## config.mk

```make
export PLATFORM = sky130hd
export DESIGN_NAME = urasc_ctrl
export DESIGN_NICKNAME = d
export VERILOG_FILES = /design/src/hw/rtl/urasc_pkg.sv /design/src/hw/rtl/urasc_ctrl.sv
export SDC_FILE = /design/constraint.sdc
export NUM_CORES = 1
export LEC_CHECK = 0
export ABC_CLOCK_PERIOD_IN_PS = 2150
export BUFFER_PORTS_ARGS = -buffer_cell sky130_fd_sc_hd__buf_2
export CAP_MARGIN = 0
export CORE_AREA = 2 2 39 41
export DETAILED_ROUTE_END_ITERATION = 10
export DIE_AREA = 0 0 41 43
export PLACE_DENSITY = 0.5
export SLEW_MARGIN = 20
export SYNTH_ARGS = -nofsm -noshare
export SYNTH_HDL_FRONTEND = slang
export SYNTH_SLANG_ARGS = --single-unit
```

## constraint.sdc

```tcl
create_clock -name clk -period 2.15 [get_ports clk]
set_input_delay 0.215 -clock clk [delete_from_list [all_inputs] [get_ports clk]]
set_output_delay 0.215 -clock clk [all_outputs]
set_load 0.01 [all_outputs]
```

## src/hw/rtl/urasc_pkg.sv

```systemverilog
// shared types, constants and helpers for the unsigned to radix ascii converter
// no dependencies; imported by every other file of the block

package urasc_pkg;

	// payload widths
	localparam int VALUE_W = 64;
	localparam int RADIX_W = 5;
	localparam int CHAR_W  = 7;
	localparam int COUNT_W = 7;
	localparam int DIGIT_W = 4;

	// digit store
	localparam int MAX_DIGITS = 64;
	localparam int PTR_W      = $clog2(MAX_DIGITS);

	// divider: quotient bits resolved per cycle and cycles per division
	localparam int DIV_BITS   = 8;
	localparam int DIV_STEPS  = VALUE_W / DIV_BITS;
	localparam int STEP_W     = $clog2(DIV_STEPS);

	// radix limits
	localparam logic [RADIX_W-1:0] RADIX_MIN = RADIX_W'(2);
	localparam logic [RADIX_W-1:0] RADIX_MAX = RADIX_W'(16);

	// ascii offsets
	localparam logic [CHAR_W-1:0] CHAR_ZERO   = CHAR_W'(8'h30);
	localparam logic [CHAR_W-1:0] CHAR_LETTER = CHAR_W'(8'h57);
	localparam logic [DIGIT_W-1:0] DIGIT_TEN  = DIGIT_W'(10);

	// controller states
	typedef enum logic [2:0] {
		ST_IDLE,
		ST_CHECK,
		ST_DIV,
		ST_DSTORE,
		ST_READ,
		ST_SHOW
	} urasc_state_t;

	// controller to datapath commands
	typedef struct packed {
		logic load;
		logic shift_store;
		logic div_init;
		logic div_step;
		logic div_store;
		logic final_store;
		logic mem_read;
		logic ptr_dec;
	} urasc_cmd_t;

	// datapath to controller status
	typedef struct packed {
		logic ge;
		logic pow2;
		logic div_last;
		logic ptr_zero;
	} urasc_sts_t;

	// radix below two reads as two, above sixteen as sixteen
	function automatic logic [RADIX_W-1:0] clamp_radix(input logic [RADIX_W-1:0] r);
		logic [RADIX_W-1:0] res;
		res = r;
		if (r < RADIX_MIN) begin
			res = RADIX_MIN;
		end else if (r > RADIX_MAX) begin
			res = RADIX_MAX;
		end
		return res;
	endfunction

	// digit value to lowercase ascii
	function automatic logic [CHAR_W-1:0] digit_ascii(input logic [DIGIT_W-1:0] d);
		logic [CHAR_W-1:0] c;
		if (d < DIGIT_TEN) begin
			c = CHAR_ZERO + CHAR_W'(d);
		end else begin
			c = CHAR_LETTER + CHAR_W'(d);
		end
		return c;
	endfunction

endpackage

```

## src/hw/rtl/urasc_ctrl.sv

```systemverilog
// controller state machine: sequences division, digit storage and readout
// depends on urasc_pkg for the state enum and command/status structs

module urasc_ctrl
	import urasc_pkg::*;
(
	input  logic       clk,
	input  logic       arst_n,
	input  logic       in_valid,
	input  logic       out_ready,
	input  urasc_sts_t sts,
	output urasc_cmd_t cmd,
	output logic       in_ready,
	output logic       out_valid
);

	urasc_state_t state_q;
	urasc_state_t state_d;

	// state register
	always_ff @(posedge clk or negedge arst_n) begin
		if (!arst_n) begin
			state_q <= ST_IDLE;
		end else begin
			state_q <= state_d;
		end
	end

	// next state
	always_comb begin
		state_d = state_q;
		case (state_q)
			ST_IDLE: begin
				if (in_valid) begin
					state_d = ST_CHECK;
				end
			end
			ST_CHECK: begin
				if (!sts.ge) begin
					state_d = ST_READ;
				end else if (!sts.pow2) begin
					state_d = ST_DIV;
				end
			end
			ST_DIV: begin
				if (sts.div_last) begin
					state_d = ST_DSTORE;
				end
			end
			ST_DSTORE: begin
				state_d = ST_CHECK;
			end
			ST_READ: begin
				state_d = ST_SHOW;
			end
			ST_SHOW: begin
				if (out_ready) begin
					state_d = sts.ptr_zero ? ST_IDLE : ST_READ;
				end
			end
			default: begin
				state_d = ST_IDLE;
			end
		endcase
	end

	// outputs and datapath commands
	always_comb begin
		cmd       = '0;
		in_ready  = 1'b0;
		out_valid = 1'b0;
		case (state_q)
			ST_IDLE: begin
				in_ready = 1'b1;
				cmd.load = in_valid;
			end
			ST_CHECK: begin
				if (!sts.ge) begin
					cmd.final_store = 1'b1;
				end else if (sts.pow2) begin
					cmd.shift_store = 1'b1;
				end else begin
					cmd.div_init = 1'b1;
				end
			end
			ST_DIV: begin
				cmd.div_step = 1'b1;
			end
			ST_DSTORE: begin
				cmd.div_store = 1'b1;
			end
			ST_READ: begin
				cmd.mem_read = 1'b1;
			end
			ST_SHOW: begin
				out_valid   = 1'b1;
				cmd.ptr_dec = out_ready && !sts.ptr_zero;
			end
			default: begin
				cmd = '0;
			end
		endcase
	end

endmodule

```

## After elaboration in Yosys (flattened, before gate mapping)

Cells that the tools add are included.

| word-level totals | value |
|---|---|
| flip-flop bits (word level) | 3 |
| input port bits | 8 |
| output and inout port bits | 10 |
| word-level logic and storage cells | 34 |

| operators by class | value |
|---|---|
| reduce and logical (&&, ||, !) cells | 4 |
| equality and inequality tests | 9 |
| muxes and demuxes | 20 |

Operators with widths:

| kind | number |
|---|---|
| $mux 3 | 6 |
| $pmux 3 s6 | 1 |
| $mux 1 | 11 |
| $eq 3x2->1 const B | 2 |
| $eq 3x3->1 const B | 2 |
| $ne 2x2->1 const B | 3 |
| $mux 2 | 2 |
| $reduce_and 4->1 | 1 |
| $eq 3x1->1 const B | 1 |
| $logic_not 3->1 | 1 |
| $ne 3x3->1 const B | 1 |
| $logic_and 1x1->1 | 1 |
| $logic_not 1->1 | 1 |

## Depth between registers and ports, before layout

Gate-level depths: netlist of run 1.

| depth | value |
|---|---|
| word-level depth | 3 |
| gate-level depth with buffers | 4 |
| gate-level depth less buffers | 3 |

## Worst setup path after synthesis of run 1

No wires, ideal clock.

| path | value |
|---|---|
| kind | flip-flop to output port |
| start | register state_q[2] |
| end | output cmd[7] in the netlist's numbering |
| slack | 875 ps |
| cell stages (with the launch flop) | 4 |
| data arrival time | 1,060 ps |
| path buffers | 1 |
| required time | 1,935 ps |
| path through | dfrtp_1 > buf_6 > nor3_1 > and2_1 |

RTL lines:

| item | RTL line | source |
|---|---|---|
| from (decl) | urasc_ctrl.sv:17 | `urasc_state_t state_q;` |
| from (signal assigned) | urasc_ctrl.sv:25 | `state_q <= state_d;` |
| to (decl) | urasc_ctrl.sv:12 | `output urasc_cmd_t cmd,` |

==> metrics, run 1 <==
Arr. time, crit path about 1300 ps; Core Rows 14; Synth Instances 32; Clock Tree Buf Depth 2; IO Pins 18; final hold violation count 0; Largest Register state_q; Final Critical Period ~1500 ps; Area contributors post-synth dfrtp_1, nor2_1, nor3_1; Final period util between 60% and 70%; largest net degree at the start of global routing 13; #FFs+latches synth 3; RSZ-0062 raised after global routing false; net switching power between 150 and 200 uW; nets 61; max-slew violations 0; fraction of layout cells with a size suffix above 1 approximately 44%; Max Cap Viol 0; relative slew slack between 70% and 80%; CTS root buf clkbuf_4; Hold Path Class input pin to register; switching share of power between 40% and 50%; CTS buffer count 3; Syn Area/Cell 7.94 um^2; pwr dens about 1200 nW/um^2; worst-path cell chain nor2_4 -> and4_4 -> buf_2; area share of the leading cell type in the synthesized netlist 29.6%; Die Width ~40 um; first-pass GRT wire length 1010 um; Pint between 200 and 300 uW; Synth Net Count 40; Sink Count 3; measured slew at the worst slew-check pin 341 ps; number of setup violations in the final report 0; Antenna diodes 0; Sequential Power Share 31.1%; vias in the first global route 265; Mapped Area 254 um^2; Seq/Total Area, Yosys roughly 30%; mean number of vias per cell 4.13; initial drt markers 2; Worst Path Max Fanout 8; All-Layer GR Usage around 8.9%; Die ar. 1760 um^2; power share of the clock group roughly 22%; drt wl/cell between 9 and 10 um; WL final 619 um; Distinct cells, synth 19; Final Wtd Congestion around 0.73; Antenna Violating Nets Remaining 0; area grow syn2layout 48.3%; initial antenna violation count 0; total negative slack 0 ps; fmax just under 700 MHz; placed wire-length estimate 487 um; type of origin of the critical path register; crit end category output port; clock-pin slew on the worst setup and hold paths about 40 ps; outcome completed; Vias 281; GR Overflow Total 0; CP max-delay cell dfrtp_1; first drt pass iteration count 2; Crit path required time 1930 ps; Initial Util a little under a fifth; Post-CTS Setup Bufs 0; Setup Skew between 2 and 3 ps; top cell type by total area after synthesis dfrtp_1; CORE AREA 1380 um^2; Max stage delay on crit path 470 ps; H-tree Lvls 1; combinational power share 46.8%; CTS tree yes; Crit Path Class register to output port; Synth Warn # 0; final total power between 400 and 500 uW; Hold Slack just under 200 ps; maximum vdd drop ~0.37 mV; post_cts resized 0; Port Buffers 17; # DRC 0; max FFs per register 3; Clk Latency, worst-skew pair between 200 and 250 ps; Leak Pwr roughly 0.00021 uW; Largest regs state_q: 3 flops; Die Ht roughly 43 um; fin util 27.2%
## power groups by stage
stage / combinational, uW / clock, uW / sequential [uW]
after floorplan: 212 / 0 / 95.0
after global placement: 213 / 0 / 142
after detailed placement: 213 / 0 / 143
after CTS: 215 / 106 / 142
after global routing: 246 / 109 / 149
final: 211 / 99.7 / 140
## cell families (layout without fill, tap and decap cells)
logic type / count (synthesis) / in the layout / synth area share [%]
buf+inv: 4 / 24 / 10.3
flops: 3 / 3 / 29.6
compound gates: 5 / 5 / 13.8
simple gates: 20 / 20 / 46.3
## routing by layer
layer | global-route usage [%] | up-vias | share of wire [%]
li1 | - | 149 | -
met3 | 0 | 2 | 4.4
met5 | 0 | - | 0
met1 | 11.7 | 119 | 46
met4 | 10.0 | 0 | 2.6
met2 | 11.6 | 11 | 46
## area by class of cell
class / instances / area [um^2]
sequential: 3 / 75.1
tap: 16 / 20.0
inverter: 2 / 7.51
timing repair buffer: 18 / 95.1
multi-input combinational: 25 / 153
fill: 156 / 1010
clock buffer: 4 / 26.3
## cells in the mapped netlist
master,n
a21o_1,2
a21oi_1,1
a22oi_1,1
and2_1,1
and3_1,1
and4_4,1
buf_4,1
buf_6,1
dfrtp_1,3
inv_1,2
nand2_1,3
nand2b_1,2
nand3_1,1
nor2_1,5
nor2_4,1
nor3_1,3
nor3b_1,1
nor3b_2,1
o21bai_1,1
## stage by stage
step                area (um^2)  cells  setup WS, ps
finish                      377     68           686
global route                377     68           567
CTS                         377     68           675
detailed placement          340     63           933
global placement            340     63           921
floorplan                   254     32           875
## layout by cell type, fill, tap and decap left out
cell type       n
dlygate4sd3_1   1
dfrtp_1         3
a22oi_1         1
nor3b_1         1
nor3b_2         1
and2_1          1
nand2b_1        2
buf_2          17
nand2_1         3
clkbuf_1        1
inv_1           2
clkbuf_4        3
o21bai_1        1
nor3_1          3
and4_4          1
nand3_1         1
a21oi_1         1
a21o_1          2
and3_1          1
nor2_1          5
nor2_4          1
## timing repair
item                       4_1_cts  5_1_grt
hold buffers                     1        0
hold endpoints to repair         3        0
setup endpoints to repair        0        0
## critical path, delay by kind of cell, from the launching register on
family / cells / cell delay [ps]
AND/OR/NAND/NOR: 2 / 410
buffers and inverters: 1 / 130
flip-flops: 1 / 470
## final timing paths
kind / from / endpoint / slack, ps / depth (start not counted)
max in group asynchronous: arst_n / state_q[0] / 1740 / 2
setup reg to reg: state_q[0] / state_q[0] / 1090 / 3
setup / recovery: state_q[2] / cmd[6] / 690 / 3
min in group asynchronous: arst_n / state_q[2] / 310 / 2
hold reg to reg: state_q[1] / state_q[2] / 620 / 1
hold / removal: sts[2] / state_q[1] / 200 / 2
(Power assumes the default switching activity.)
==> run 2, diff against run 1 <==
ABC_CLOCK_PERIOD_IN_PS = 1300   (was 2150)
PLACE_DENSITY = 0.52   (was 0.5)
clock period = 1.3 ns   (was 2.15 ns; I/O delays follow)
==> metrics, run 2 (synthesis results as in run 1) <==
CTS buffer count 3 (unchanged); CORE AREA 1380 um^2 (unchanged); GR Overflow Total 0 (unchanged); met3 WL 59 um (+120%); type of origin of the critical path register; CTS root buf clkbuf_4; fmax between 700 and 800 MHz; clock-pin slew on the worst setup and hold paths 40 ps (about the same); total negative slack -15.3 ps (-15.3 ps); Setup Skew 0.977 ps (-1.94 ps); final hold violation count 0 (unchanged); Largest Register state_q; Initial Util 18.4% (unchanged); commonest cells after routing, fill and taps aside buf_2, buf_4, nor2_1; commonest non-fill, non-tap cell in the layout buf_2; WL met2 327 um (+14%); fin util 33.5% (+6.3 points); area grow syn2layout 82.8%; pwr dens 2090 nW/um^2 (+74%); largest net degree at the start of global routing 13 (unchanged); layout filler cell count 153 (-1.9%); Worst Path Max Fanout 7 (-1); family with the most delay on the worst path flip-flops; Die ar. 1760 um^2 (unchanged); outcome complete, but fails checks; worst-path cell chain nor2_4 -> and4_4 -> buf_6; Max stage delay on crit path 480 ps (about the same); number of setup violations in the final report 1 (+1); drt wl/cell 9.67 um (+6.2%); maximum vdd drop 0.654 mV (+77%); Antenna diodes 0 (unchanged); max-slew violations 0 (unchanged); placed wire-length estimate 480 um (-1.4%); relative slew slack 86.2% (+8.9 points); max FFs per register 3 (unchanged); WL final 735 um (+19%); first drt pass iteration count 2 (unchanged); Final Wtd Congestion 0.642 (-12%); Clock Tree Buf Depth 2 (unchanged); Arr. time, crit path 1190 ps (-60 ps); initial drt markers 3 (+1); cell count after placement 63 (unchanged); CP max-delay cell dfrtp_2; Crit path required time 1170 ps (-760 ps); Crit Path Class register to output port; setup ws final -15.3 ps (-702 ps); H-tree Lvls 1 (unchanged); Leak Pwr 0.000254 uW (+19%); nets 69 (+13%); Core Rows 14 (unchanged); crit end category output port; top sig layer met3; IO Pins 18 (unchanged); fraction of layout cells with a size suffix above 1 61.7% (+17 points); CTS tree yes; mean number of vias per cell 4.16 (+0.62%); CP Buf/Inv Count 1 (unchanged); Antenna Violating Nets Remaining 0 (unchanged); pre-CTS setup slack 166 ps (-767 ps); first-pass GRT wire length 1080 um (+6.8%); Final Critical Period approximately 1300 ps; failing checks setup timing; vias in the first global route 271 (+2.3%); Die Ht 43 um (unchanged); multi-input gate area in the final layout 170 um^2 (+11%); Largest regs state_q: 3 flops; # DRC 0 (unchanged); M1 WL 348 um (+21%); Max Cap Viol 0 (unchanged); non-filler cells, final 76 (+12%); Port Buffers 17 (unchanged); Clk Latency, worst-skew pair 230 ps (about the same); Die Width 41 um (unchanged); RSZ-0062 raised after global routing true; Final period util 101%; Hold Path Class input pin to register; measured slew at the worst slew-check pin 207 ps (-134 ps); Sink Count 3 (unchanged); All-Layer GR Usage 9.15% (+0.29 points); Vias 316 (+12%); Register Area 78.8 um^2 (+5.0%); initial antenna violation count 0 (unchanged)
## run 2: changes by cell type in the layout (fill, tap and decap cells not counted), sizes merged
cell | previous run | this run
buf | 17 | 25
## run 2: through the flow
step           total power, uW  area (um^2)  hold WS (ps)
2_1_floorplan              508          254          -166
3_3_place_gp               590          340         -72.0
3_5_place_dp               586          340         -70.3
4_1_cts                    797          402           114
5_1_grt                   1060          464           118
6_report                   970          464           120
## run 2: repair_timing
| action | CTS | global route |
|---|---|---|
| gates resized for setup | 4 | 5 |
| endpoints found under the setup margin | 6 | 6 |
| setup buffers | 2 | 6 |
| endpoints found under the hold margin | 3 | 0 |
| pin swaps | 2 | 1 |
| hold buffers | 1 | 0 |
## run 2: path summary, 6_finish.rpt
check                      depth (start not counted)    endpoint  startpoint  slack, ps
min reg2reg                                        2  state_q[2]  state_q[1]        660
max                                                3      cmd[6]  state_q[2]        -20
max in group asynchronous                          2  state_q[1]      arst_n        960
max reg2reg                                        5  state_q[0]  state_q[0]         80
min in group asynchronous                          2  state_q[2]      arst_n        220
min                                                2  state_q[1]      sts[2]        120
## run 2: worst reg2reg max path: stages, from the launching register on
cell,delay (ps)
dfrtp_2,440
buf_4,170
buf_4,130
nand2b_1,130
a22oi_1,150
a21o_1,140
## run 2: metal layers
| layer | GRT usage [%] | up-vias |
|---|---|---|
| met1 | 12.6 | 137 |
| met2 | 11.6 | 13 |
| met5 | 0 | - |
| li1 | - | 166 |
| met3 | 4.71 | 0 |
| met4 | 4.00 | 0 |
## run 2: cell type report
class	count	share of cell area, %
multi-input cells	25	36.7
inverters	2	1.62
clock buffers	4	5.66
repair buffers	26	34.8
flip-flops and latches	3	17.0
well taps	16	4.31
## run 2: report_power, final
part	internal, uW	switching [uW]	leakage, uW
registers	139	94.3	0.0000327
clock network	115	44.9	0.0000150
logic	327	249	0.000207
total	581	389	0.000254
==> run 3, diff against run 2 <==
PLACE_DENSITY = not set   (was 0.52)
==> metrics, run 3 (synthesis results as in run 1) <==
outcome complete, but fails checks; failing checks setup timing; Clk Latency, worst-skew pair 230 ps (about the same); measured slew at the worst slew-check pin 211 ps (+4.01 ps); CTS buffer count 3 (unchanged); CP Buf/Inv Count 1 (unchanged); Final Wtd Congestion 0.801 (+25%); number of setup violations in the final report 2 (+1); combinational power share 49.4% (-10 points); Max stage delay on crit path 460 ps (-20 ps); Die Width 41 um (unchanged); fin util 30.1% (-3.4 points); reg-to-reg startpoint state_q[2]; Largest regs state_q: 3 flops; Crit Path Class register to output port; final hold violation count 0 (unchanged); r2r worst-path depth 3 (-2); fraction of layout cells with a size suffix above 1 57.4% (-4.3 points); met3 WL 46 um (-22%); Max Cap Viol 0 (unchanged); hold depth 2 (unchanged); Sink Count 3 (unchanged); max-slew violations 0 (unchanged); H-tree Lvls 1 (unchanged); Antenna diodes 0 (unchanged); CTS tree yes; RSZ-0062 raised after global routing true; Hold Slack 106 ps (-13.7 ps); Crit path required time 1170 ps (about the same); Core Rows 14 (unchanged); GR Overflow Total 0 (unchanged); Clock Tree Buf Depth 2 (unchanged); type of origin of the critical path register; Hold Path Class input pin to register; fmax 760 MHz (about the same); Final period util 101% (about the same); mean number of vias per cell 4.14 (-0.36%); Placement Cell Area 340 um^2 (unchanged); Hold Path Sink state_q[1]; Initial Util 18.4% (unchanged); fin area 417 um^2 (-10%); relative slew slack 85.9% (-0.27 points); Final Critical Period 1320 ps (+0.738 ps); first-pass GRT wire length 1070 um (-1.3%); area grow syn2layout 64.0%; largest net degree at the start of global routing 13 (unchanged); Setup Skew 3.10 ps (+2.12 ps); max FFs per register 3 (unchanged); setup ws final -16.0 ps (-0.738 ps); maximum vdd drop 0.836 mV (+28%); Hold Crit Start sts[2]; WL final 659 um (-10%); Die ar. 1760 um^2 (unchanged); initial drt markers 3 (unchanged); top sig layer met3; family with the most delay on the worst path flip-flops; commonest cells after routing, fill and taps aside buf_2, nor2_1, nand2_1, clkbuf_4, dfrtp_2; worst-path cell chain nor2_4 -> and4_4 -> buf_6; Largest Register state_q; Antenna Violating Nets Remaining 0 (unchanged); Vias 290 (-8.2%); Worst Path Max Fanout 7 (unchanged); pwr dens 1940 nW/um^2 (-7.0%); M1 WL 301 um (-14%); Leak Pwr 0.000224 uW (-12%); non-filler cells, final 70 (-7.9%); IO Pins 18 (unchanged); CORE AREA 1380 um^2 (unchanged); clock-pin slew on the worst setup and hold paths 40 ps (about the same); WP depth 3 (unchanged); initial antenna violation count 0 (unchanged); cell count after placement 63 (unchanged); first drt pass iteration count 2 (unchanged); Sequential Power Share 30.5% (+6.4 points); placed wire-length estimate 504 um (+5.0%); Die Ht 43 um (unchanged); R2R Path End state_q[0]; All-Layer GR Usage 9.34% (+0.18 points); Arr. time, crit path 1190 ps (about the same); # DRC 0 (unchanged); power share of the clock group 20.0% (+3.5 points); drt wl/cell 9.41 um (-2.7%); commonest non-fill, non-tap cell in the layout buf_2; CTS root buf clkbuf_4; vias in the first global route 278 (+2.6%); WL met2 312 um (-4.6%); Reg2Reg Setup Slack 290 ps (+210 ps); switching share of power 42.8% (+2.7 points); net switching power 346 uW (-11%); nets 63 (-8.7%); Pint 463 uW (-20%); Port Buffers 17 (unchanged); final total power 810 uW (-17%); CP max-delay cell dfrtp_2; crit end category output port
-- run 3: cell types whose count changed in the layout (fill, tap and decap cells not counted) --
| cell | change |
|---|---|
| buf_4 | -6 |
| nand2b_1 | +1 |
| nand2b_4 | -1 |
| nand3_1 | -1 |
| nand3_2 | +1 |
-- run 3: final cells by class --
type                    instances  area [um^2]
multi-input cells              25          168
clock buffers                   4         26.3
well taps                      16         20.0
inverters                       2         7.51
fillers                       151          967
repair buffers                 20          116
flip-flops and latches          3         78.8
-- run 3: worst register-to-register path, stage by stage (launching register included) --
cell,delay (ps)
dfrtp_2,460
nor2_4,160
and4_4,230
a21o_1,80
-- run 3: power by group through the flow --
| stage | logic, uW | clock network, uW | registers [uW] |
|---|---|---|---|
| finish | 400 | 162 | 247 |
| global route | 446 | 182 | 260 |
| CTS | 394 | 172 | 246 |
| detailed placement | 353 | 0 | 235 |
| global placement | 351 | 0 | 230 |
| floorplan | 351 | 0 | 157 |
-- run 3: per-layer routing --
metal / vias up / global-route usage (%)
met5: - / 0
met4: 0 / 8.00
met2: 10 / 12.2
met3: 0 / 3.14
met1: 127 / 11.6
li1: 153 / -
-- run 3: repair_timing --
action | 4_1_cts | 5_1_grt
buffers inserted | 2 | 0
endpoints found under the hold margin | 3 | 0
setup endpoints to repair | 6 | 6
gates resized for setup | 5 | 2
pin swaps | 2 | 3
hold buffers | 1 | 0
-- run 3: stage by stage --
step                      setup TNS, ps  setup slack (ps)
after CTS                         -35.7             -29.1
after global placement                0               163
after detailed placement              0               173
after global routing               -337             -79.2
final                             -22.7             -16.0
after floorplan                       0               110
-- run 3: how the worst max path moves through the flow --
stage | from | end | slack (ps)
6_report | state_q[2] | cmd[6] | -20
3_3_place_gp | state_q[0] | cmd[3] | 160
2_1_floorplan | state_q[2] | cmd[7] | 110
4_1_cts | state_q[1] | cmd[0] | -30
5_1_grt | state_q[2] | cmd[5] | -80
3_5_place_dp | state_q[2] | cmd[7] | 170
