[src/hw/rtl/urasc_pkg.sv]
// shared types, constants and helpers for the unsigned to radix ascii converter
// no dependencies; imported by every other file of the block

package urasc_pkg;

	// payload widths
	localparam int VALUE_W = 64;
	localparam int RADIX_W = 5;
	localparam int CHAR_W  = 7;
	localparam int COUNT_W = 7;
	localparam int DIGIT_W = 4;

	// digit store
	localparam int MAX_DIGITS = 64;
	localparam int PTR_W      = $clog2(MAX_DIGITS);

	// divider: quotient bits resolved per cycle and cycles per division
	localparam int DIV_BITS   = 8;
	localparam int DIV_STEPS  = VALUE_W / DIV_BITS;
	localparam int STEP_W     = $clog2(DIV_STEPS);

	// radix limits
	localparam logic [RADIX_W-1:0] RADIX_MIN = RADIX_W'(2);
	localparam logic [RADIX_W-1:0] RADIX_MAX = RADIX_W'(16);

	// ascii offsets
	localparam logic [CHAR_W-1:0] CHAR_ZERO   = CHAR_W'(8'h30);
	localparam logic [CHAR_W-1:0] CHAR_LETTER = CHAR_W'(8'h57);
	localparam logic [DIGIT_W-1:0] DIGIT_TEN  = DIGIT_W'(10);

	// controller states
	typedef enum logic [2:0] {
		ST_IDLE,
		ST_CHECK,
		ST_DIV,
		ST_DSTORE,
		ST_READ,
		ST_SHOW
	} urasc_state_t;

	// controller to datapath commands
	typedef struct packed {
		logic load;
		logic shift_store;
		logic div_init;
		logic div_step;
		logic div_store;
		logic final_store;
		logic mem_read;
		logic ptr_dec;
	} urasc_cmd_t;

	// datapath to controller status
	typedef struct packed {
		logic ge;
		logic pow2;
		logic div_last;
		logic ptr_zero;
	} urasc_sts_t;

	// radix below two reads as two, above sixteen as sixteen
	function automatic logic [RADIX_W-1:0] clamp_radix(input logic [RADIX_W-1:0] r);
		logic [RADIX_W-1:0] res;
		res = r;
		if (r < RADIX_MIN) begin
			res = RADIX_MIN;
		end else if (r > RADIX_MAX) begin
			res = RADIX_MAX;
		end
		return res;
	endfunction

	// digit value to lowercase ascii
	function automatic logic [CHAR_W-1:0] digit_ascii(input logic [DIGIT_W-1:0] d);
		logic [CHAR_W-1:0] c;
		if (d < DIGIT_TEN) begin
			c = CHAR_ZERO + CHAR_W'(d);
		end else begin
			c = CHAR_LETTER + CHAR_W'(d);
		end
		return c;
	endfunction

endpackage

[src/hw/rtl/urasc_dp.sv]
// datapath: value register, shared radix divider, digit store and output word
// depends on urasc_pkg for widths, command/status structs and digit helpers

module urasc_dp
	import urasc_pkg::*;
(
	input  logic               clk,
	input  logic               arst_n,
	input  urasc_cmd_t         cmd,
	output urasc_sts_t         sts,
	input  logic [VALUE_W-1:0] value,
	input  logic [RADIX_W-1:0] radix,
	output logic [CHAR_W-1:0]  digit_char,
	output logic               is_last,
	output logic [COUNT_W-1:0] digit_count
);

	logic [VALUE_W-1:0] val_q;
	logic [RADIX_W-1:0] rad_q;
	logic [DIGIT_W-1:0] rem_q;
	logic [STEP_W-1:0]  step_q;
	logic [COUNT_W-1:0] cnt_q;
	logic [PTR_W-1:0]   ptr_q;
	logic [DIGIT_W-1:0] rd_q;
	logic [DIGIT_W-1:0] mem [MAX_DIGITS];

	logic [RADIX_W-1:0] rad_m1;
	logic [2:0]         shamt;
	logic [VALUE_W-1:0] val_shr;
	logic [VALUE_W-1:0] div_val;
	logic [DIGIT_W-1:0] div_rem;
	logic [RADIX_W-1:0] div_part;
	logic               wr_en;
	logic [DIGIT_W-1:0] wr_digit;

	// radix decode: power of two test and shift amount
	assign rad_m1 = rad_q - RADIX_W'(1);

	always_comb begin
		case (rad_q)
			RADIX_W'(2): shamt = 3'd1;
			RADIX_W'(4): shamt = 3'd2;
			RADIX_W'(8): shamt = 3'd3;
			default:     shamt = 3'd4;
		endcase
	end

	assign val_shr = val_q >> shamt;

	// restoring division, DIV_BITS quotient bits per cycle, quotient shifts into val
	always_comb begin
		div_rem  = rem_q;
		div_val  = val_q;
		div_part = '0;
		for (int i = 0; i < DIV_BITS; i++) begin
			div_part = {div_rem, div_val[VALUE_W-1]};
			div_val  = {div_val[VALUE_W-2:0], 1'b0};
			if (div_part >= rad_q) begin
				div_part   = div_part - rad_q;
				div_val[0] = 1'b1;
			end
			div_rem = div_part[DIGIT_W-1:0];
		end
	end

	// status to the controller
	assign sts.ge       = val_q >= VALUE_W'(rad_q);
	assign sts.pow2     = (rad_q & rad_m1) == '0;
	assign sts.div_last = step_q == STEP_W'(DIV_STEPS - 1);
	assign sts.ptr_zero = ptr_q == '0;

	// value, radix and remainder
	always_ff @(posedge clk) begin
		if (cmd.load) begin
			val_q <= value;
			rad_q <= clamp_radix(radix);
		end else if (cmd.shift_store) begin
			val_q <= val_shr;
		end else if (cmd.div_step) begin
			val_q <= div_val;
		end
		if (cmd.div_init) begin
			rem_q <= '0;
		end else if (cmd.div_step) begin
			rem_q <= div_rem;
		end
	end

	// division step counter, digit count and read pointer
	always_ff @(posedge clk or negedge arst_n) begin
		if (!arst_n) begin
			step_q <= '0;
			cnt_q  <= '0;
			ptr_q  <= '0;
		end else begin
			if (cmd.div_init) begin
				step_q <= '0;
			end else if (cmd.div_step) begin
				step_q <= step_q + STEP_W'(1);
			end
			if (cmd.load) begin
				cnt_q <= '0;
			end else if (wr_en) begin
				cnt_q <= cnt_q + COUNT_W'(1);
			end
			if (cmd.final_store) begin
				ptr_q <= cnt_q[PTR_W-1:0];
			end else if (cmd.ptr_dec) begin
				ptr_q <= ptr_q - PTR_W'(1);
			end
		end
	end

	// digit store, least significant digit at address zero
	assign wr_en = cmd.shift_store | cmd.div_store | cmd.final_store;

	always_comb begin
		if (cmd.shift_store) begin
			wr_digit = val_q[DIGIT_W-1:0] & rad_m1[DIGIT_W-1:0];
		end else if (cmd.div_store) begin
			wr_digit = rem_q;
		end else begin
			wr_digit = val_q[DIGIT_W-1:0];
		end
	end

	always_ff @(posedge clk) begin
		if (wr_en) begin
			mem[cnt_q[PTR_W-1:0]] <= wr_digit;
		end
		if (cmd.mem_read) begin
			rd_q <= mem[ptr_q];
		end
	end

	// output word
	assign digit_char  = digit_ascii(rd_q);
	assign is_last     = sts.ptr_zero;
	assign digit_count = cnt_q;

endmodule

[config.mk]
export PLATFORM = sky130hd
export DESIGN_NAME = urasc_dp
export DESIGN_NICKNAME = d
export VERILOG_FILES = /design/src/hw/rtl/urasc_pkg.sv /design/src/hw/rtl/urasc_dp.sv
export SDC_FILE = /design/constraint.sdc
export NUM_CORES = 1
export LEC_CHECK = 0
export BUFFER_PORTS_ARGS = -buffer_cell sky130_fd_sc_hd__clkbuf_2
export CAP_MARGIN = 20
export CORE_MARGIN = 1.5
export CORE_UTILIZATION = 50
export DETAILED_ROUTE_END_ITERATION = 7
export GPL_TIMING_DRIVEN = 0
export PLACE_DENSITY_LB_ADDON = 0.12
export SLEW_MARGIN = 20
export SYNTH_ARGS = -nofsm -noshare
export SYNTH_HDL_FRONTEND = slang
export SYNTH_SLANG_ARGS = --single-unit
export TNS_END_PERCENT = 5
[constraint.sdc]
create_clock -name clk -period 17.6 [get_ports clk]
set_clock_uncertainty 0.15 [all_clocks]
set_input_delay 0.88 -clock clk [delete_from_list [all_inputs] [get_ports clk]]
set_output_delay 0.88 -clock clk [all_outputs]
set_load 0.03 [all_outputs]
=== Word-level counts from Yosys, hierarchy flattened ===
Memory sizes are Yosys's and may differ from the RTL's. A register that Yosys moved wholly into a read port is not among the register bits.
Index checks and enable logic that the tools add are counted.

* Bits in registers: 89
* Bits in writable memories: 256
* Input bits: 79
* Output and inout bits: 19
* Logic and storage cells: 82
* Memories: 1

* Add/subtract/negate cells: 14
* Magnitude comparators: 12
* Eq/ne operators: 4
* Shifts and indexed selects: 1
* Mux-type cells: 32
* Bitwise logic cells: 4
* Reduce and logical (&&, ||, !) cells: 7

{| class="wikitable"
|+ Memory list
! name !! words !! bits a word !! read ports !! clocked after memory_dff !! wr ports !! RTL line !! RTL
|-
| mem || 64 || 4 || 1 || 1 || 1 || urasc_dp.sv:25 || <nowiki>logic [DIGIT_W-1:0] mem [MAX_DIGITS];</nowiki>
|}

{| class="wikitable"
|+ Operator list
! kind !! number
|-
| $mux 64 || 3
|-
| $ge 64x5->1 || 1
|-
| $shr 64x3->64 || 1
|-
| $ge 5x5->1 || 8
|-
| $mux 4 || 10
|-
| $sub 4x4->4 || 8
|-
| $mux 7 || 3
|-
| $mux 6 || 2
|-
| $mux 1 || 10
|-
| $pmux 3 s3 || 1
|-
| $add 6x4->7 const A || 1
|-
| $add 7x1->7 const B || 1
|-
| $add 7x4->7 const A || 1
|-
| $logic_not 6->1 || 1
|-
| $mux 3 || 2
|-
| $reduce_bool 2->1 || 3
|-
| $sub 6x1->6 const B || 1
|-
| $and 5x5->5 || 1
|-
| $eq 5x2->1 const B || 1
|-
| $eq 5x3->1 const B || 1
|-
| $eq 5x4->1 const B || 1
|-
| $gt 5x5->1 const B || 1
|-
| $logic_not 5->1 || 1
|-
| $lt 5x2->1 const B || 1
|-
| 9 further kinds || 10
|}

=== Depth between registers and ports, before layout ===
Gate-level depths: netlist (run 1).

* Word-level depth: 19
* Gate-level depth with buffers: 52
* Mapped depth without buffers: 51

=== Least setup slack after synthesis (run 1) ===
Ideal clock, no wire load.

* Kind: register -> register
* Start: register rad_q[1]
* End: register rem_q[2]
* Library setup time: 0.091 ns
* Arrival: 10.795 ns
* Data required time: 17.359 ns
* Setup slack: 6.564 ns
* Cell stages (with the launch flop): 48
* Path buffers: 1
* Cells stage by stage: edfxtp_1 -> inv_1 -> ha_1 -> nand2b_1 -> a21oi_1 -> o22ai_1 -> mux2_2 -> inv_1 -> ha_1 -> nor2b_1 -> o31a_1 -> o31ai_1 -> nand2b_1 -> nand2b_1 -> and2_1 -> ha_1 -> o21a_1 -> o31a_1 -> (+12 left out) -> o21ai_1 -> mux2_2 -> ha_1 -> nor2_1 -> a31oi_1 -> mux2i_1 -> ha_1 -> nor2b_1 -> o31a_1 -> o21ai_1 -> nand2_1 -> o21ai_0 -> ha_1 -> a21oi_1 -> o21ai_0 -> a31oi_1 -> o22ai_1 -> a311oi_1

* Longest elaborated chain between the ends: 16
* Elaborated cells on any way between the ends: 24
* Those cells by class: add/sub: 8; order compare: 8; mux: 8

{| class="wikitable"
|+ RTL lines
! element !! RTL line !! RTL
|-
| from (decl) || urasc_dp.sv:19 || <nowiki>logic [RADIX_W-1:0] rad_q;</nowiki>
|-
| from (signal assigned) || urasc_dp.sv:76 || <nowiki>rad_q <= clamp_radix(radix);</nowiki>
|-
| $sub 4x4->4 or $ge 5x5->1 (tied branches) || urasc_dp.sv:59, urasc_dp.sv:58 ||
|-
| $mux 4 || urasc_dp.sv:58 || <nowiki>if (div_part >= rad_q) begin</nowiki>
|-
| $sub 4x4->4 or $ge 5x5->1 (tied branches) || urasc_dp.sv:59, urasc_dp.sv:58 ||
|-
| $mux 4 || urasc_dp.sv:58 ||
|-
| $sub 4x4->4 or $ge 5x5->1 (tied branches) || urasc_dp.sv:59, urasc_dp.sv:58 ||
|-
| $mux 4 || urasc_dp.sv:58 ||
|-
| $ge 5x5->1 or $sub 4x4->4 (tied branches) || urasc_dp.sv:58, urasc_dp.sv:59 ||
|-
| $mux 4 || urasc_dp.sv:58 ||
|-
| $sub 4x4->4 or $ge 5x5->1 (tied branches) || urasc_dp.sv:59, urasc_dp.sv:58 ||
|-
| $mux 4 || urasc_dp.sv:58 ||
|-
| $sub 4x4->4 or $ge 5x5->1 (tied branches) || urasc_dp.sv:59, urasc_dp.sv:58 ||
|-
| $mux 4 || urasc_dp.sv:58 ||
|-
| $ge 5x5->1 or $sub 4x4->4 (tied branches) || urasc_dp.sv:58, urasc_dp.sv:59 ||
|-
| $mux 4 || urasc_dp.sv:58 ||
|-
| $sub 4x4->4 or $ge 5x5->1 (tied branches) || urasc_dp.sv:59, urasc_dp.sv:58 ||
|-
| $mux 4 (*) || urasc_dp.sv:58 ||
|-
| to (signal assigned) || urasc_dp.sv:85 || <nowiki>rem_q <= div_rem;</nowiki>
|-
| to (decl) || urasc_dp.sv:20 || <nowiki>logic [DIGIT_W-1:0] rem_q;</nowiki>
|}

Mark *: on every way between the ends. The rest lies on a longest branch, timed or not.
A chain may end at the register's enable or synchronous reset.

=== Final worst setup path (run 1) ===
* Start: register rad_q[1]
* End: register val_q[0] (data pin)

* Longest elaborated chain between the ends: 19
* Elaborated cells on any way between the ends: 31
* Those cells by class: add/sub: 7; order compare: 8; eq/ne: 3; shift: 1; mux: 12

{| class="wikitable"
|+ RTL lines
! element !! RTL line !! RTL
|-
| $sub 4x4->4 or $ge 5x5->1 (tied branches) || urasc_dp.sv:59, urasc_dp.sv:58 ||
|-
| $mux 4 || urasc_dp.sv:58 ||
|-
| $sub 4x4->4 or $ge 5x5->1 (tied branches) || urasc_dp.sv:59, urasc_dp.sv:58 ||
|-
| $mux 4 || urasc_dp.sv:58 ||
|-
| $sub 4x4->4 or $ge 5x5->1 (tied branches) || urasc_dp.sv:59, urasc_dp.sv:58 ||
|-
| $mux 4 || urasc_dp.sv:58 ||
|-
| $ge 5x5->1 or $sub 4x4->4 (tied branches) || urasc_dp.sv:58, urasc_dp.sv:59 ||
|-
| $mux 4 || urasc_dp.sv:58 ||
|-
| (+3 left out) || - ||
|-
| $mux 4 || urasc_dp.sv:58 ||
|-
| $sub 4x4->4 or $ge 5x5->1 (tied branches) || urasc_dp.sv:59, urasc_dp.sv:58 ||
|-
| $mux 4 || urasc_dp.sv:58 ||
|-
| $ge 5x5->1 || urasc_dp.sv:58 ||
|-
| $mux 1 || urasc_dp.sv:58 ||
|-
| $mux 64 || urasc_dp.sv:79 || <nowiki>end else if (cmd.div_step) begin</nowiki>
|-
| $mux 64 (*) || urasc_dp.sv:77 || <nowiki>end else if (cmd.shift_store) begin</nowiki>
|-
| $mux 64 (*) || urasc_dp.sv:74 || <nowiki>if (cmd.load) begin</nowiki>
|-
| to (signal assigned) || urasc_dp.sv:75 || <nowiki>val_q <= value;</nowiki>
|-
| to (signal assigned) || urasc_dp.sv:78 || <nowiki>val_q <= val_shr;</nowiki>
|-
| to (signal assigned) || urasc_dp.sv:80 || <nowiki>val_q <= div_val;</nowiki>
|-
| to (decl) || urasc_dp.sv:18 || <nowiki>logic [VALUE_W-1:0] val_q;</nowiki>
|}

Mark *: on every way between the ends. The rest lies on a longest branch, timed or not. The select of a mux whose other input is x is not followed.

==> impl_metrics.env, run 1 <==
export IMPL_run_status="finished, final reports clean"
export IMPL_routed_wl_um=53800
export IMPL_place_hpwl_um=38700
export IMPL_clk_latency_ns=0.57
export IMPL_cp_common_cell="ha_1"
export IMPL_avgSynthCellArea_um2=12.4
export IMPL_post_route_period_util_pct=77.4
export IMPL_reg2regPathDepth=49
export IMPL_ios=98
export IMPL_start_util_pct=50.8
export IMPL_fmax_mhz=73.4
export IMPL_slowest_delay_ns=0.74
export IMPL_cp_num_buf_inv=3
export IMPL_post_dp_cell_area_um2=20000
export IMPL_routed_via_density=6.39
export IMPL_synth_area_leader_cell="edfxtp_1"
export IMPL_fin_tns_setup_ns=0
export IMPL_num_vias=13662
export IMPL_wl_met3_um=4530
export IMPL_timing_rr_start="rad_q[1]"
export IMPL_syn_to_final_growth_pct=14.4
export IMPL_grt_pass1_vias=13541
export IMPL_cts_buffers=38
export IMPL_ys_warn_count=0
export IMPL_critPathKind="reg2reg"
export IMPL_dieArea_um2=38400
export IMPL_grt_pass1_wl_um=81500
export IMPL_h_tree_depth=2
export IMPL_std_cell_rows=70
export IMPL_syn_cell_area_um2=18600
export IMPL_crit_start="rad_q[1]"
export IMPL_final_common_cell="edfxtp_1"
export IMPL_worstSetupStartpointType="register"
export IMPL_netlist_area_leader_share_pct=53.1
export IMPL_setup_viol=0
export IMPL_yosysUniqueCellTypes=72
export IMPL_wl_per_cell_um=25.1
export IMPL_worst_path_stages=49
export IMPL_synth_main_ff_cell="edfxtp_1"
export IMPL_crit_arrival_ns=13.76
export IMPL_drcViolationCount=0
export IMPL_fin_area_um2=21300
export IMPL_antenna_found_initial=0
export IMPL_met2_length_um=25900
export IMPL_cp_endpoint="val_q[0]"
export IMPL_dr_first_iter_drc_count=1240
export IMPL_max_slew_margin_pct=31.1
export IMPL_synth_edff_count=329
export IMPL_period_minus_slack_ns=13.62
export IMPL_wl_met1_um=21400
export IMPL_synthTopCellsByArea="edfxtp_1 (53%), mux4_2 (7.9%), ha_1 (3.9%)"
export IMPL_final_cell_mix="edfxtp_1 (329), nand2_1 (139), nor2_1 (113)"
export IMPL_crit_family="compound AO/OA/AOI/OAI gates"
export IMPL_top_layer_used="met4"
export IMPL_cts_sinks=349
export IMPL_drt_pass1_iter_count=6
export IMPL_synth_cells=1499
export IMPL_hold_buffers=0
export IMPL_final_hold_violation_count=0
export IMPL_die_w_um=196
export IMPL_max_cap_violations=0
export IMPL_rrSetupSlack_ns=3.98
export IMPL_place_gp_congestion=0.927
export IMPL_yosysSeqAreaShare_pct=55.7
export IMPL_hold_path_class="in2async"
export IMPL_tightest_slew_ns=1.03
export IMPL_gr_total_overflow=0
export IMPL_endpoint_kind="register"
export IMPL_insertedDiodeCount=0
export IMPL_rsz0062_at_grt="false"
export IMPL_required_ns=17.74
export IMPL_clockBufferDepth=3
export IMPL_root_buffer="clkbuf_16"
export IMPL_timing_rr_end="val_q[0]"
export IMPL_port_buffers=95
export IMPL_layout_drive_gt1_share_pct=17.9
export IMPL_slew_violations=0
export IMPL_cts_resized_gates=0
export IMPL_cts_clk_slew_worst_paths_ns=0.06
export IMPL_cp_slowest_cell="a31oi_1"
export IMPL_ys_async_sr_fraction_pct=4.58
export IMPL_grt_max_degree=33
export IMPL_setup_slack_ns=3.98
export IMPL_track_usage_pct=28.4
export IMPL_core_um2=36600
export IMPL_preCtsSetupSlack_ns=3.95
export IMPL_crit_fanout=14
export IMPL_die_y_um=196
export IMPL_postRouteAntennaNets=0
export IMPL_synth_nets=1644
export IMPL_worst_hold_slack_ns=0.106
export IMPL_synth_seq_cells=349
export IMPL_nets=1788
export IMPL_cts_setup_buffers=0
export IMPL_cts_tree="yes"
## area by class of cell
type / instances / area (µm²)
tap: 468 / 586
multi-input combinational: 1016 / 7710
inverter: 33 / 124
sequential: 349 / 10400
fill: 3016 / 15300
clock inverter: 25 / 354
timing repair buffer: 104 / 703
buffer: 101 / 472
clock buffer: 43 / 980
## stage by stage
| stage | utilization, % | std cells |
|---|---|---|
| final | 58.1 | 2139 |
| after CTS | 58.1 | 2139 |
| after global routing | 58.1 | 2139 |
| after floorplan | - | 1499 |
| after global placement | 53.7 | 2062 |
| after detailed placement | 54.5 | 2071 |
## worst min-delay path by stage
stage	from	to
after floorplan	rem_q[3]	rem_q[3]
after global placement	step_q[1]	step_q[1]
after detailed placement	step_q[2]	step_q[2]
after CTS	arst_n	digit_count[2]
after global routing	arst_n	digit_count[2]
final	arst_n	digit_count[2]
## registers in the layout, summed over array words and instances, names as in the netlist
register and count:
rd_q 4, val_q 64, rad_q 5, step_q 3, digit_count 7, mem 256
ptr_q 6, rem_q 4
## cell usage after synthesis (11+ instances only)
cell and number:
edfxtp_1 329, nand2_1 139, nor2_1 113, o21ai_0 76, mux2i_1 69, a22oi_1 66, mux4_2 65, ha_1 58
a21oi_1 57, clkbuf_1 53, nor3_1 51, a31oi_1 45, inv_1 32, buf_2 29, nand3_1 29, a211oi_1 20
nor2b_1 20, dfrtp_1 16, nor4_1 15, o21a_1 13, xnor2_1 13, nand2b_1 11, xor2_1 11
## metal layers
layer,track usage (%),vias to the layer above
met3,4.38,140
met5,0,-
met2,47.3,710
met1,38.0,6677
li1,-,6135
met4,10.3,0
## worst register-to-register path, delay by kind of cell (launching register included)
| family | cells | cell delay [ns] |
|---|---|---|
| flip-flops | 1 | 0.72 |
| multiplexers | 2 | 0.86 |
| buffers and inverters | 3 | 0.84 |
| AO/OA/AOI/OAI | 26 | 6.71 |
| AND/OR/NAND/NOR | 10 | 1.55 |
| adder cells (fa/ha/maj) | 8 | 2.57 |
## kinds of logic (layout without fill, tap and decap cells)
logic type | after synthesis | after routing | synth area share [%]
simple gates | 429 | 429 | 10.7
other cells | 1 | 1 | 0.0202
xor+xnor | 25 | 25 | 1.22
mux | 142 | 142 | 12.1
compound gates | 353 | 353 | 12.3
flops | 349 | 349 | 55.7
fa+ha+maj | 66 | 66 | 4.76
buf+inv | 134 | 306 | 3.20
Power of run 1 is not shown: default switching activity piles up to over one toggle a cycle in this logic, so the estimate is an artifact.
==> run 2, diff against run 1 <==
--- a/config.mk
+++ b/config.mk
@@ -5,6 +5,7 @@
 export SDC_FILE = /design/constraint.sdc
 export NUM_CORES = 1
 export LEC_CHECK = 0
+export ABC_AREA = 1
 export BUFFER_PORTS_ARGS = -buffer_cell sky130_fd_sc_hd__clkbuf_2
 export CAP_MARGIN = 20
 export CORE_MARGIN = 1.5
==> constraint.sdc (replaced) <==
create_clock -name clk -period 13.2 [get_ports clk]
set_clock_uncertainty 0.15 [all_clocks]
set_input_delay 0.66 -clock clk [delete_from_list [all_inputs] [get_ports clk]]
set_output_delay 0.66 -clock clk [all_outputs]
set_load 0.03 [all_outputs]
==> impl_metrics.env, run 2 <==
export IMPL_critPathKind="reg2reg"
export IMPL_routed_via_density=5.92
export IMPL_cts_tree="yes"
export IMPL_die_w_um=201
export IMPL_wl_per_cell_um=21.8
export IMPL_port_buffers=94
export IMPL_drcViolationCount=0
export IMPL_insertedDiodeCount=0
export IMPL_rsz0062_at_grt="false"
export IMPL_post_route_period_util_pct=90.6
export IMPL_track_usage_pct=31.0
export IMPL_num_vias=17226
export IMPL_die_y_um=201
export IMPL_final_cell_mix="nand2_1 (399), edfxtp_1 (329), nand3_1 (325)"
export IMPL_slowest_delay_ns=0.49
export IMPL_max_slew_margin_pct=31.8
export IMPL_met2_length_um=30400
export IMPL_yosysSeqAreaShare_pct=52.7
export IMPL_cp_slowest_cell="edfxtp_1"
export IMPL_ys_async_sr_fraction_pct=4.58
export IMPL_root_buffer="clkbuf_16"
export IMPL_synth_edff_count=329
export IMPL_synth_cells=2215
export IMPL_ios=98
export IMPL_tightest_slew_ns=1.02
export IMPL_reg2regPathDepth=65
export IMPL_run_status="finished, final reports clean"
export IMPL_final_common_cell="nand2_1"
export IMPL_endpoint_kind="register"
export IMPL_drt_pass1_iter_count=6
export IMPL_cts_clk_slew_worst_paths_ns=0.06
export IMPL_synthTopCellsByArea="edfxtp_1 (50%), nand3_1 (8.3%), nand2_1 (7.6%)"
export IMPL_fmax_mhz=83.6
export IMPL_start_util_pct=50.7
export IMPL_wl_met3_um=4950
export IMPL_hold_path_class="in2reg"
export IMPL_synth_area_leader_cell="edfxtp_1"
export IMPL_n_fill_cell=3547
export IMPL_syn_to_final_growth_pct=13.3
export IMPL_final_hold_violation_count=0
export IMPL_place_hpwl_um=45600
export IMPL_synth_seq_cells=349
export IMPL_dieArea_um2=40500
export IMPL_core_um2=38700
export IMPL_cts_sinks=349
export IMPL_antenna_found_initial=0
export IMPL_grt_pass1_wl_um=95400
export IMPL_h_tree_depth=2
export IMPL_crit_fanout=11
export IMPL_synth_common_cells="nand2_1 (400), edfxtp_1 (329), nand3_1 (325)"
export IMPL_clockBufferDepth=3
export IMPL_syn_cell_area_um2=19600
export IMPL_hold_depth=2
export IMPL_crit_arrival_ns=12.12
export IMPL_wl_met1_um=24900
export IMPL_ys_warn_count=0
export IMPL_period_minus_slack_ns=11.96
export IMPL_nets=2511
export IMPL_netlist_area_leader_share_pct=50.3
export IMPL_place_gp_congestion=0.969
export IMPL_required_ns=13.36
export IMPL_top_layer_used="met4"
export IMPL_gr_total_overflow=0
export IMPL_max_cap_violations=0
export IMPL_routed_wl_um=63400
export IMPL_grt_pass1_vias=16776
export IMPL_layout_drive_gt1_share_pct=12.9
export IMPL_clk_latency_ns=0.57
export IMPL_synth_most_common_cell="nand2_1"
export IMPL_setup_viol=0
export IMPL_slew_violations=0
export IMPL_avgSynthCellArea_um2=8.87
export IMPL_dr_first_iter_drc_count=1668
export IMPL_worstSetupStartpointType="register"
export IMPL_synth_main_ff_cell="edfxtp_1"
export IMPL_cts_buffers=38
export IMPL_grt_max_degree=65
export IMPL_postRouteAntennaNets=0
export IMPL_synth_nets=2360
export IMPL_largest_reg_flops=256
export IMPL_fin_tns_setup_ns=0
export IMPL_yosysUniqueCellTypes=46
export IMPL_cp_common_cell="nand2_1"
export IMPL_std_cell_rows=72
run 2: cell count changes after synthesis, moves of 51 or more:
cell,delta
or2_2,+51
o211ai_1,+56
o21ai_0,+88
nand3_1,+296
inv_1,+146
nor2_1,+156
a22oi_1,-61
mux4_2,-65
mux2i_1,-69
nand2_1,+261
run 2: critical path, delay by kind of cell (launching register included):
family                     cells  cell delay [ns]
AOI/OAI and AO/OA              9             1.84
adders and majority gates      8             2.54
buffers and inverters         11             1.78
DFF                            1             0.49
and+or+nand+nor               37             4.90
run 2: cell type report:
type	count	area [µm²]	share of cell area, %
Sequential cell	349	10400	46.6
Multi-Input combinational cell	1562	8090	36.3
Clock buffer	44	1000	4.51
Timing Repair Buffer	111	721	3.24
Inverter	187	706	3.17
Tap cell	518	648	2.91
Buffer	117	551	2.47
Clock inverter	24	178	0.798
run 2: timing repair:
item | 4_1_cts | 5_1_grt
setup buffers | 0 | 9
hold buffers | 1 | 0
endpoints found under the hold margin | 16 | 0
gates resized for setup | 0 | 1
setup endpoints to repair | 0 | 4
run 2: cells by family after synthesis:
kind of cell / after synthesis / share of synthesized area [%]
xor+xnor: 19 / 0.847
compound gates: 351 / 10.2
other cells: 1 / 0.0191
flops: 349 / 52.7
fa+ha+maj: 66 / 4.51
buf+inv: 304 / 6.38
simple gates: 1125 / 25.3
run 2: worst paths after layout:
| kind | from | endpoint | slack, ns |
|---|---|---|---|
| min in group asynchronous | arst_n | digit_count[2] | 0.46 |
| worst min-delay path | cmd[5] | step_q[0] | 0.14 |
| worst min register to register | rem_q[1] | rem_q[1] | 0.33 |
| max in group asynchronous | arst_n | digit_count[5] | 12.07 |
| worst max-delay path | rad_q[2] | val_q[0] | 1.24 |
| worst max register to register | rad_q[2] | val_q[0] | 1.24 |
run 2: metal layers:
metal	up-vias	global-route usage, %
met5	-	0
met2	865	52.6
met4	0	15.5
li1	8007	-
met1	8162	39.1
met3	192	4.08
run 2: metrics by stage:
stage                     std cells  setup slack (ns)  utilization (%)  hold slack [ns]  instance area, µm²
after global routing           2912             0.213             57.4            0.151               22300
after detailed placement       2834              1.15             54.2            0.324               21000
after CTS                      2903              1.11             57.3            0.130               22200
after global placement         2827              1.51             53.6            0.326               20800
final                          2912              1.24             57.4            0.142               22300
after floorplan                2215              3.68                -            0.214               19600
Power of run 2 is left out for the same reason.
==> run 3, diff against run 2 <==
--- a/config.mk
+++ b/config.mk
@@ -8,11 +8,14 @@
 export ABC_AREA = 1
 export BUFFER_PORTS_ARGS = -buffer_cell sky130_fd_sc_hd__clkbuf_2
 export CAP_MARGIN = 20
+export CELL_PAD_IN_SITES_DETAIL_PLACEMENT = 1
+export CELL_PAD_IN_SITES_GLOBAL_PLACEMENT = 1
 export CORE_MARGIN = 1.5
-export CORE_UTILIZATION = 50
+export CORE_UTILIZATION = 48
 export DETAILED_ROUTE_END_ITERATION = 7
 export GPL_TIMING_DRIVEN = 0
 export PLACE_DENSITY_LB_ADDON = 0.12
+export REMOVE_ABC_BUFFERS = 1
 export SLEW_MARGIN = 20
 export SYNTH_ARGS = -nofsm -noshare
 export SYNTH_HDL_FRONTEND = slang
==> constraint.sdc (replaced) <==
create_clock -name clk -period 13.5 [get_ports clk]
set_clock_uncertainty 0.15 [all_clocks]
set_input_delay 0.675 -clock clk [delete_from_list [all_inputs] [get_ports clk]]
set_output_delay 0.675 -clock clk [all_outputs]
set_load 0.03 [all_outputs]
==> impl_metrics.env, run 3 (synthesis results as in run 2) <==
export IMPL_routed_via_density=5.86
export IMPL_std_cell_rows=73
export IMPL_h_tree_depth=2
export IMPL_place_gp_congestion=0.856
export IMPL_grt_pass1_vias=17205
export IMPL_rsz0062_at_grt="false"
export IMPL_layoutNonFillerInstCount=2809
export IMPL_grt_use_met3_pct=3.88
export IMPL_rrSetupSlack_ns=1.42
export IMPL_hp_start="cmd[5]"
export IMPL_cp_slowest_cell="edfxtp_1"
export IMPL_num_vias=16471
export IMPL_cts_resized_gates=0
export IMPL_cts_buffers=39
export IMPL_postRouteAntennaNets=0
export IMPL_antenna_found_initial=0
export IMPL_slowest_delay_ns=0.75
export IMPL_layout_drive_gt1_share_pct=11.1
export IMPL_post_route_period_util_pct=89.5
export IMPL_fmax_mhz=82.8
export IMPL_final_core_util_pct=55.0
export IMPL_drt_pass1_iter_count=5
export IMPL_die_y_um=205
export IMPL_track_usage_pct=29.1
export IMPL_clk_latency_ns=0.57
export IMPL_grt_use_met1_pct=35.7
export IMPL_timing_rr_end="val_q[0]"
export IMPL_port_buffers=96
export IMPL_fin_tns_setup_ns=0
export IMPL_slew_violations=0
export IMPL_dr_first_iter_drc_count=1039
export IMPL_insertedDiodeCount=0
export IMPL_dp_cells=2736
export IMPL_reg2regPathDepth=65
export IMPL_n_fill_cell=4644
export IMPL_worst_hold_slack_ns=0.158
export IMPL_routed_wl_um=60300
export IMPL_ios=98
export IMPL_critPathKind="reg2reg"
export IMPL_wl_per_cell_um=21.5
export IMPL_core_um2=40100
export IMPL_clockBufferDepth=3
export IMPL_dieArea_um2=42100
export IMPL_max_cap_violations=0
export IMPL_cts_sinks=349
export IMPL_max_slew_margin_pct=29.9
export IMPL_start_util_pct=49.0
export IMPL_required_ns=13.66
export IMPL_cp_num_buf_inv=9
export IMPL_crit_family="simple AND/OR/NAND/NOR gates"
export IMPL_root_buffer="clkbuf_16"
export IMPL_cts_tree="yes"
export IMPL_grt_pass1_wl_um=94900
export IMPL_syn_to_final_growth_pct=12.3
export IMPL_final_hold_violation_count=0
export IMPL_cp_common_cell="nand2_1"
export IMPL_top_usage_layer="met2"
export IMPL_crit_fanout=14
export IMPL_grt_max_degree=83
export IMPL_die_w_um=205
export IMPL_drcViolationCount=0
export IMPL_place_hpwl_um=40900
export IMPL_grt_util_met2_pct=52.0
export IMPL_gr_total_overflow=0
export IMPL_timing_rr_start="rad_q[1]"
export IMPL_final_common_cell="nand2_1"
export IMPL_hold_depth=2
export IMPL_nets=2399
export IMPL_setup_viol=0
export IMPL_period_minus_slack_ns=12.08
export IMPL_hold_path_class="in2reg"
export IMPL_run_status="finished, final reports clean"
export IMPL_endpoint_kind="register"
export IMPL_crit_arrival_ns=12.24
export IMPL_largest_reg_flops=256
export IMPL_final_cell_mix="nand2_1 (399), edfxtp_1 (329), nand3_1 (325)"
export IMPL_tightest_slew_ns=1.04
export IMPL_whs_endpoint="step_q[0]"
export IMPL_worstSetupStartpointType="register"
export IMPL_cts_clk_slew_worst_paths_ns=0.05
[run 3: final cells by class]
| class | count | area, µm² | area share [%] |
|---|---|---|---|
| sequential | 349 | 10400 | 47.0 |
| multi-input combinational | 1562 | 8100 | 36.7 |
| clock buffer | 48 | 1010 | 4.58 |
| timing repair buffer | 115 | 926 | 4.20 |
| inverter | 187 | 711 | 3.22 |
| tap | 525 | 657 | 2.98 |
| clock inverter | 23 | 280 | 1.27 |
[run 3: repair_timing]
action,in CTS,in global routing
hold endpoints to repair,16,0
hold buffers,1,0
buffers inserted,0,0
[run 3: routing by layer]
| layer | part of all wire (%) | up-vias |
|---|---|---|
| met5 | 0 | - |
| met4 | 3.7 | 0 |
| met3 | 5.3 | 128 |
| met2 | 51 | 482 |
| met1 | 40 | 8096 |
| li1 | - | 7765 |
[run 3: how the worst max path moves through the flow]
stage	from	endpoint	slack, ns	cells past startpoint
detailed placement	rad_q[1]	val_q[0]	1.31	65
global placement	rad_q[1]	val_q[0]	1.68	65
floorplan	rad_q[1]	val_q[0]	3.94	67
finish	rad_q[1]	val_q[0]	1.42	65
CTS	rad_q[1]	val_q[0]	1.30	65
global route	rad_q[1]	val_q[0]	0.18	65
[run 3: worst register-to-register path: cells and delay by family (launching register included)]
family / cells / cell delay, ns
buffers and inverters: 9 / 1.73
and+or+nand+nor: 39 / 4.87
DFF: 1 / 0.75
adders and majority gates: 8 / 2.54
AOI/OAI and AO/OA: 9 / 1.78
[run 3: metrics by stage]
stage	worst slack, ns	area [µm²]
floorplan	3.94	19100
detailed placement	1.31	20700
CTS	1.30	22000
global route	0.179	22100
finish	1.42	22100
global placement	1.68	20200
Power of run 3 is left out for the same reason.
